--- src/rhc_pkg.sv ---
// Shared types and constants for the RGB to HSV converter.
// Used by rgb_to_hsv_converter_core; no dependencies.
package rhc_pkg;

  localparam int ChanW     = 8;
  localparam int HueW      = 16;
  localparam int HueNumW   = 11;  // base*d + diff and 6*d both stay below 1536
  localparam int HueBitsPerStage = 2;
  localparam int DivStages = HueW / HueBitsPerStage;  // 8 stages, one saturation bit each
  localparam int InDataW   = 4 * ChanW;
  localparam int OutDataW  = HueW + 3 * ChanW;

  // Which channel holds the maximum (red wins ties, then green)
  typedef enum logic [1:0] {
    SECT_RED   = 2'b00,
    SECT_GREEN = 2'b01,
    SECT_BLUE  = 2'b10
  } sect_t;

  // Divider pipeline word
  typedef struct packed {
    logic [HueNumW-1:0] hrem;   // hue partial remainder
    logic [HueNumW-1:0] hdiv;   // 6*d
    logic [HueW-1:0]    hq;     // hue quotient bits so far
    logic [ChanW-1:0]   srem;   // saturation partial remainder
    logic [ChanW-1:0]   sbits;  // low numerator bits still to shift in
    logic [ChanW-1:0]   sdiv;   // max channel
    logic [ChanW-1:0]   sq;     // saturation quotient bits so far
    logic [ChanW-1:0]   value;
    logic [ChanW-1:0]   alpha;
    logic               hzero;  // gray pixel
    logic               szero;  // black pixel
  } div_t;

endpackage

--- src/rgb_to_hsv_converter_core.sv ---
// RGB to HSV converter core: stream in, stream out, fully pipelined.
// Depends on rhc_pkg.
//
// Takes one RGBA pixel per clock and returns value (max channel), saturation
// floor(255*(max-min)/max) and hue in 65536 units per turn, alpha copied.
// The pipeline runs from input transaction to output valid: one stage finds
// max/min and the hue sector, one forms numerators and divisors, eight restoring
// divider stages retire two hue bits and one saturation bit each, and the last
// is the output register. Throughput is one pixel per clock; when the output is
// stalled the whole pipeline holds, and empty output slots still let pixels in.
module rgb_to_hsv_converter_core
  import rhc_pkg::*;
(
  input  logic                clk,
  input  logic                rst,
  input  logic                s_axis_tvalid,
  output logic                s_axis_tready,
  input  logic [InDataW-1:0]  s_axis_tdata,   // red[7:0], green[15:8], blue[23:16], alpha[31:24]
  output logic                m_axis_tvalid,
  input  logic                m_axis_tready,
  output logic [OutDataW-1:0] m_axis_tdata    // hue[15:0], saturation[23:16], value[31:24],
                                              // alpha_out[39:32]
);

  logic ce;
  assign ce = !m_axis_tvalid || m_axis_tready;
  assign s_axis_tready = ce;

  // ---------------- stage 1: max, min, sector ----------------
  logic [ChanW-1:0] in_r, in_g, in_b, in_a;
  logic [ChanW-1:0] mx_c, mn_c;
  sect_t            sect_c;

  assign in_r = s_axis_tdata[ChanW-1:0];
  assign in_g = s_axis_tdata[2*ChanW-1:ChanW];
  assign in_b = s_axis_tdata[3*ChanW-1:2*ChanW];
  assign in_a = s_axis_tdata[4*ChanW-1:3*ChanW];

  always_comb begin
    if (in_r >= in_g && in_r >= in_b) begin
      sect_c = SECT_RED;
      mx_c   = in_r;
    end else if (in_g >= in_b) begin
      sect_c = SECT_GREEN;
      mx_c   = in_g;
    end else begin
      sect_c = SECT_BLUE;
      mx_c   = in_b;
    end
    mn_c = in_r;
    if (in_g < mn_c) mn_c = in_g;
    if (in_b < mn_c) mn_c = in_b;
  end

  logic             v1;
  logic [ChanW-1:0] r1, g1, b1, a1, mx1, mn1;
  sect_t            sect1;

  always_ff @(posedge clk) begin
    if (rst) begin
      v1 <= 1'b0;
    end else if (ce) begin
      v1 <= s_axis_tvalid;
    end
    if (ce) begin
      r1    <= in_r;
      g1    <= in_g;
      b1    <= in_b;
      a1    <= in_a;
      mx1   <= mx_c;
      mn1   <= mn_c;
      sect1 <= sect_c;
    end
  end

  // ---------------- stage 2: numerators and divisors ----------------
  logic [ChanW-1:0]   d2;
  logic [HueNumW-1:0] dw, num_c;
  logic [2*ChanW-1:0] satnum_c;
  div_t               setup_c;

  always_comb begin
    d2 = mx1 - mn1;
    dw = {{(HueNumW-ChanW){1'b0}}, d2};
    // sums wrap mod 2^11; the true numerator lies in [0, 6d)
    case (sect1)
      SECT_RED: begin
        num_c = {{(HueNumW-ChanW){1'b0}}, g1} - {{(HueNumW-ChanW){1'b0}}, b1};
        if (g1 < b1) num_c = num_c + (dw << 2) + (dw << 1);
      end
      SECT_GREEN: begin
        num_c = (dw << 1) + {{(HueNumW-ChanW){1'b0}}, b1}
              - {{(HueNumW-ChanW){1'b0}}, r1};
      end
      SECT_BLUE: begin
        num_c = (dw << 2) + {{(HueNumW-ChanW){1'b0}}, r1}
              - {{(HueNumW-ChanW){1'b0}}, g1};
      end
      default: begin
        num_c = '0;
      end
    endcase
    satnum_c = {d2, {ChanW{1'b0}}} - {{ChanW{1'b0}}, d2};  // 255*d

    setup_c.hrem  = num_c;
    setup_c.hdiv  = (dw << 2) + (dw << 1);
    setup_c.hq    = '0;
    // 255*d < 256*max, so the high byte is already below the divisor
    setup_c.srem  = satnum_c[2*ChanW-1:ChanW];
    setup_c.sbits = satnum_c[ChanW-1:0];
    setup_c.sdiv  = mx1;
    setup_c.sq    = '0;
    setup_c.value = mx1;
    setup_c.alpha = a1;
    setup_c.hzero = (d2 == '0);
    setup_c.szero = (mx1 == '0);
  end

  // ---------------- stages 3..10: restoring division ----------------
  logic [DivStages:0] dv_vld;
  div_t               dv      [DivStages+1];
  div_t               dv_next [DivStages];

  always_comb begin
    for (int i = 0; i < DivStages; i++) begin
      logic [HueNumW:0] ht;
      logic [ChanW:0]   st;
      dv_next[i] = dv[i];
      for (int k = 0; k < HueBitsPerStage; k++) begin
        ht = {dv_next[i].hrem, 1'b0};
        if (ht >= {1'b0, dv_next[i].hdiv}) begin
          ht = ht - {1'b0, dv_next[i].hdiv};
          dv_next[i].hq = {dv_next[i].hq[HueW-2:0], 1'b1};
        end else begin
          dv_next[i].hq = {dv_next[i].hq[HueW-2:0], 1'b0};
        end
        dv_next[i].hrem = ht[HueNumW-1:0];
      end
      st = {dv[i].srem, dv[i].sbits[ChanW-1]};
      dv_next[i].sbits = {dv[i].sbits[ChanW-2:0], 1'b0};
      if (st >= {1'b0, dv[i].sdiv}) begin
        st = st - {1'b0, dv[i].sdiv};
        dv_next[i].sq = {dv[i].sq[ChanW-2:0], 1'b1};
      end else begin
        dv_next[i].sq = {dv[i].sq[ChanW-2:0], 1'b0};
      end
      dv_next[i].srem = st[ChanW-1:0];
    end
  end

  always_ff @(posedge clk) begin
    if (rst) begin
      dv_vld <= '0;
    end else if (ce) begin
      dv_vld <= {dv_vld[DivStages-1:0], v1};
    end
    if (ce) begin
      dv[0] <= setup_c;
      for (int i = 0; i < DivStages; i++) begin
        dv[i+1] <= dv_next[i];
      end
    end
  end

  // ---------------- output register ----------------
  always_ff @(posedge clk) begin
    if (rst) begin
      m_axis_tvalid <= 1'b0;
    end else if (ce) begin
      m_axis_tvalid <= dv_vld[DivStages];
    end
    if (ce) begin
      m_axis_tdata <= {dv[DivStages].alpha,
                       dv[DivStages].value,
                       dv[DivStages].szero ? {ChanW{1'b0}} : dv[DivStages].sq,
                       dv[DivStages].hzero ? {HueW{1'b0}} : dv[DivStages].hq};
    end
  end

endmodule

--- config.mk ---
export PLATFORM = sky130hd
export DESIGN_NAME = rgb_to_hsv_converter_core
export DESIGN_NICKNAME = d
export VERILOG_FILES = /design/src/rhc_pkg.sv /design/src/rgb_to_hsv_converter_core.sv
export SDC_FILE = /design/constraint.sdc
export NUM_CORES = 1
export LEC_CHECK = 0
export BUFFER_PORTS_ARGS = -buffer_cell sky130_fd_sc_hd__clkbuf_2
export CAP_MARGIN = 20
export CELL_PAD_IN_SITES_DETAIL_PLACEMENT = 1
export CELL_PAD_IN_SITES_GLOBAL_PLACEMENT = 2
export CORE_MARGIN = 5
export CORE_UTILIZATION = 46
export CTS_BUF_LIST = sky130_fd_sc_hd__clkbuf_2
export CTS_CLUSTER_DIAMETER = 150
export DETAILED_ROUTE_END_ITERATION = 10
export PLACE_DENSITY_LB_ADDON = 0.1
export SETUP_SLACK_MARGIN = 0.2
export SYNTH_ARGS = -nofsm -noshare
export SYNTH_HDL_FRONTEND = slang
export SYNTH_SLANG_ARGS = --single-unit
--- constraint.sdc ---
create_clock -name clk -period 37.6 [get_ports clk]
set_input_delay 7.52 -clock clk [delete_from_list [all_inputs] [get_ports clk]]
set_output_delay 7.52 -clock clk [all_outputs]
set_load 0.02 [all_outputs]
Word-level counts from Yosys, hierarchy flattened
Memory sizes are Yosys's and may differ from the RTL's.
Index checks and enable logic that the tools add are counted.
{ "word_totals": {"register_bits": 101, "ramBits": 792, "input_bits": 36, "out_inout_bits": 42, "elab_cells": 143, "memories": 1} }
{ "op_classes": {"add_sub_neg": 34, "magnitude_cmp": 30, "eq_ne": 2, "n_mux": 57, "n_reduce_logical": 6} }
{ "memory_table": {"columns": ["name", "depth", "width", "rd", "rd_ports_with_merged_regs", "write_ports", "line", "text"], "rows": [
  ["dv", 9, 88, 9, 0, 9, "rgb_to_hsv_converter_core.sv:121", "div_t dv [DivStages+1];"]
]} }
{ "op_table": {"columns": ["op", "n"], "rows": [
  [">= comparator 12 x 11 -> 1 bit", 16],
  ["2-to-1 mux 11 bit", 17],
  ["subtractor 11 bit", 16],
  ["2-to-1 mux 8 bit", 12],
  [">= comparator 9 x 8 -> 1 bit", 8],
  ["subtractor 8 bit", 9],
  ["one-hot mux 11 bit (3 select lines)", 1],
  ["2-to-1 mux 1 bit", 26],
  [">= comparator 8 bit", 3],
  ["< comparator 8 bit", 3],
  ["zero test 8 bit", 2],
  ["subtractor 16 x 8 -> 16 bit", 1],
  ["adder 10 x 8 -> 11 bit", 1],
  ["adder 10 x 9 -> 11 bit", 1],
  ["adder 11 x 10 -> 11 bit", 1],
  ["adder 11 x 9 -> 11 bit", 1],
  ["subtractor 10 x 8 -> 11 bit", 1],
  ["subtractor 11 x 8 -> 11 bit", 1],
  ["adder 9 x 8 -> 10 bit", 1],
  ["subtractor 8 x 8 -> 9 bit", 1],
  ["== test 2 x 1 -> 1 bit, second input constant", 1],
  ["== test 2 bit, second input constant", 1],
  ["zero test 2 bit", 1],
  ["2-to-1 mux 2 bit", 1],
  ["other kinds (3)", 3]
]} }

Depth between registers and ports, before layout
{ "logic_depth": {"ltp_word": 5, "mapped_depth": 19, "ltp_nobuf": 19} }

Worst setup path after synthesis
Ideal clock, no wire load.
{ "synth_path": {"kind": "input port to output port", "start": "input port m_axis_tready", "end": "output port s_axis_tready", "t_arrival_ns": 24.343, "required_ns": 30.080, "slack_ns": 5.737, "stages": 3, "n_path_buf": 1, "path_cell_list": "nor2b_1 -> inv_1 -> clkbuf_1"} }
{ "synth_via": {"elab_chain_len": 1} }
{ "synth_rtl": {"columns": ["element", "line", "text"], "rows": [
  ["start: declaration", "rgb_to_hsv_converter_core.sv:20", "input logic m_axis_tready,"],
  ["logical OR 1 bit", "rgb_to_hsv_converter_core.sv:26", "assign ce = !m_axis_tvalid || m_axis_tready;"],
  ["end: declaration", "rgb_to_hsv_converter_core.sv:17", "output logic s_axis_tready,"]
]} }
Every way passes these cells.

Final worst setup path
Same ends and word-level chain as after synthesis.

==> flow_summary.toml <==
[worst_hold_path]
min_path_cells = 0
hp-class = "register to register"
hold_path_end = "dv[0][548]$_DFFE_PP_"
hp-start = "dv[0][459]$_DFFE_PP_"

[setup_path]
r2r_cells = 16
slowest_stage = "nor2b_1"
r2r_setup_slack_ns = 31.63
worstReg2RegEnd = "dv[0][432]$_DFFE_PP_"
crit_required_ns = 30.08
critical_path_class = "primary input to output port"
cpMostUsedCell = "clkbuf_2"
r2r_start = "dv[0][332]$_DFFE_PP_"
critPathBufInv = 3
cp-end-kind = "output port"
crit_chain = "clkbuf_2 > nor2b_1 > inv_8 > clkbuf_2"
startpoint_type = "primary input"
crit_fanout = 112
path_depth = 4
critical_path.max_stage_delay_ns = 0.76
critical_path.top_delay_family = "buffers and inverters"
cp.arrival_ns = 9.26

[detailed_routing]
ant_nets = 0
via_per_inst = 5.350
route.detailed.drc = 0
via_count = 21980
first_pass_iters = 4
post_drt_wl_per_cell_um = 18.72
wl_um = 76900
drtIter0Drc = 748

[clock_tree]
clock_latency_ns = 1.35
post_cts_resized = 0
post_cts.repair.setup_buffers = 0
clock_path_buffers = 3
path_clk_slew_ns = 0.09
root_buffer = "clkbuf_2"
postCtsHoldBufs = 0
cts_tree = "yes"
cts.sinks = 617
htreeDepth = 4
numCtsBuffers = 160

[flow_run]
drv_cap = 0

[die]
core_um2 = 74700
rows = 100
die_area_um2 = 81170
die_w_um = 284.9
initial_utilization = 0.4654
die-height_um = 284.9
ioPinCount = 78

[global_route]
grt.overflow.total = 0
grt_max_degree = 113
grt_util_all_layers = 0.1895
grt_pass1_wl_um = 125000
antenna_found_initial = 2
grt_pass1_vias = 23990

[placement]
portBuffers = 77
place_congestion = 0.8253
dp_hpwl_um = 58340

[timing]
hold_viol = 0
rsz0062_at_grt = "false"
fin_setup_tns_ns = 0
period_needed_ns = 16.78
slew_viol_final = 0
setup_viol = 0
fmax_mhz = 59.58
slew_headroom = 0.2312
clock_skew_ns = 0.1313
worst_pin_slew_ns = 1.151
fin_crit_sh = 0.4464

[logic_synthesis]
seq_area_frac_synth = 0.5298
synthFlopType = "edfxtp_1"
syn_area_um2 = 34760
synth_edf_count = 606
ys_warn_count = 0
yosysUniqueCellTypes = 87
synthesis.nets = 3180
syn_area_per_cell_um2 = 12.43
synth_seq_cells = 617
async_reset_ff_frac = 0
synthCells = 2796

[cells_and_area]
multi_input_area_um2 = 15090
syn2layout_area_growth_pct = 8.786
drive_gt1_frac = 0.1700
nNetsFinal = 3409
nFillCells = 7859
seq_area_um2 = 18420

[status]
status = "completed"
cell families (layout without fill, tap and decap cells):
logic type / after synthesis / in the layout / share of synthesized area
AND/OR/NAND/NOR: 519 / 519 / 0.07483
buffers and inverters: 331 / 670 / 0.03646
other: 0 / 4 / 0
AO/OA/AOI/OAI: 621 / 621 / 0.1201
adder cells (fa/ha/maj): 348 / 348 / 0.1335
multiplexers: 207 / 207 / 0.06605
XOR/XNOR: 153 / 153 / 0.03930
flip-flops: 617 / 617 / 0.5298
synthesized netlist by cell type, types with 40 or more instances:
cell type,n,area share
xor2_1,41,0.010
inv_1,302,0.033
a21oi_1,137,0.020
nand4_1,40,0.0072
o21a_1,47,0.010
mux2_2,135,0.044
nor2b_1,78,0.014
xnor2_1,110,0.028
ha_1,310,0.11
mux2i_1,61,0.018
nor2_1,167,0.018
a21o_1,84,0.018
nand2_1,89,0.0096
o21ai_0,135,0.019
edfxtp_1,606,0.52
cells in the final DEF, fill, tap and decap left out, types with 24 or more instances in the layout:
| cell type | instances |
|---|---|
| ha_1 | 310 |
| nand2_1 | 89 |
| o21ai_0 | 135 |
| fa_1 | 38 |
| xnor2_1 | 110 |
| nand2b_1 | 38 |
| mux2i_1 | 61 |
| clkbuf_2 | 307 |
| edfxtp_1 | 606 |
| mux2_2 | 135 |
| o21bai_1 | 29 |
| nor2b_1 | 78 |
| inv_1 | 301 |
| nand4_1 | 40 |
| nor2_1 | 167 |
| a21o_1 | 84 |
| xor2_1 | 41 |
| o21a_1 | 47 |
| a211oi_1 | 24 |
| a21oi_1 | 137 |
registers in the layout, indices dropped and copies added, names as in the netlist, 2 cells and up:
signal	flops
r1	8
sect1	2
dv_vld	9
m_axis_tdata	40
mx1	8
g1	8
b1	8
dv	516
a1	8
mn1	8
cell type report:
cell class | instances | area share
Multi-Input combinational cell | 1848 | 0.3990
Tap cell | 969 | 0.03206
Clock buffer | 230 | 0.03044
Clock inverter | 42 | 0.007610
Sequential cell | 617 | 0.4870
Timing Repair Buffer | 91 | 0.01290
Antenna cell | 4 | 0.0002647
Inverter | 307 | 0.03067
worst max path at each step:
stage | from | to | slack (ns)
6_report | m_axis_tready | s_axis_tready | 20.82
5_1_grt | m_axis_tready | s_axis_tready | 20.63
4_1_cts | m_axis_tready | s_axis_tready | 20.79
3_5_place_dp | m_axis_tready | s_axis_tready | 20.79
3_3_place_gp | m_axis_tready | s_axis_tready | 20.84
2_1_floorplan | m_axis_tready | s_axis_tready | 5.74
layer usage:
layer	share of wire	track usage	routed length [um]	vias to the layer above
met1	0.43	0.2272	33030	10710
met5	0	0	0	-
met2	0.51	0.3410	39470	288
met4	0.027	0.06892	2087	0
li1	-	-	-	10840
met3	0.030	0.03522	2303	144
per-stage QoR:
stage	hold WS [ns]	area, um^2	setup WS, ns	cells	util
floorplan	0.4003	34760	5.738	2796	-
global placement	0.4000	36360	20.84	3831	0.4868
finish	0.3760	37820	20.82	4108	0.5063
global route	0.3690	37820	20.63	4108	0.5063
CTS	0.3472	37800	20.79	4103	0.5061
detailed placement	0.4056	36360	20.79	3831	0.4868
Power is not shown: default switching activity piles up to over one toggle a cycle in this logic, so the estimate is an artifact.
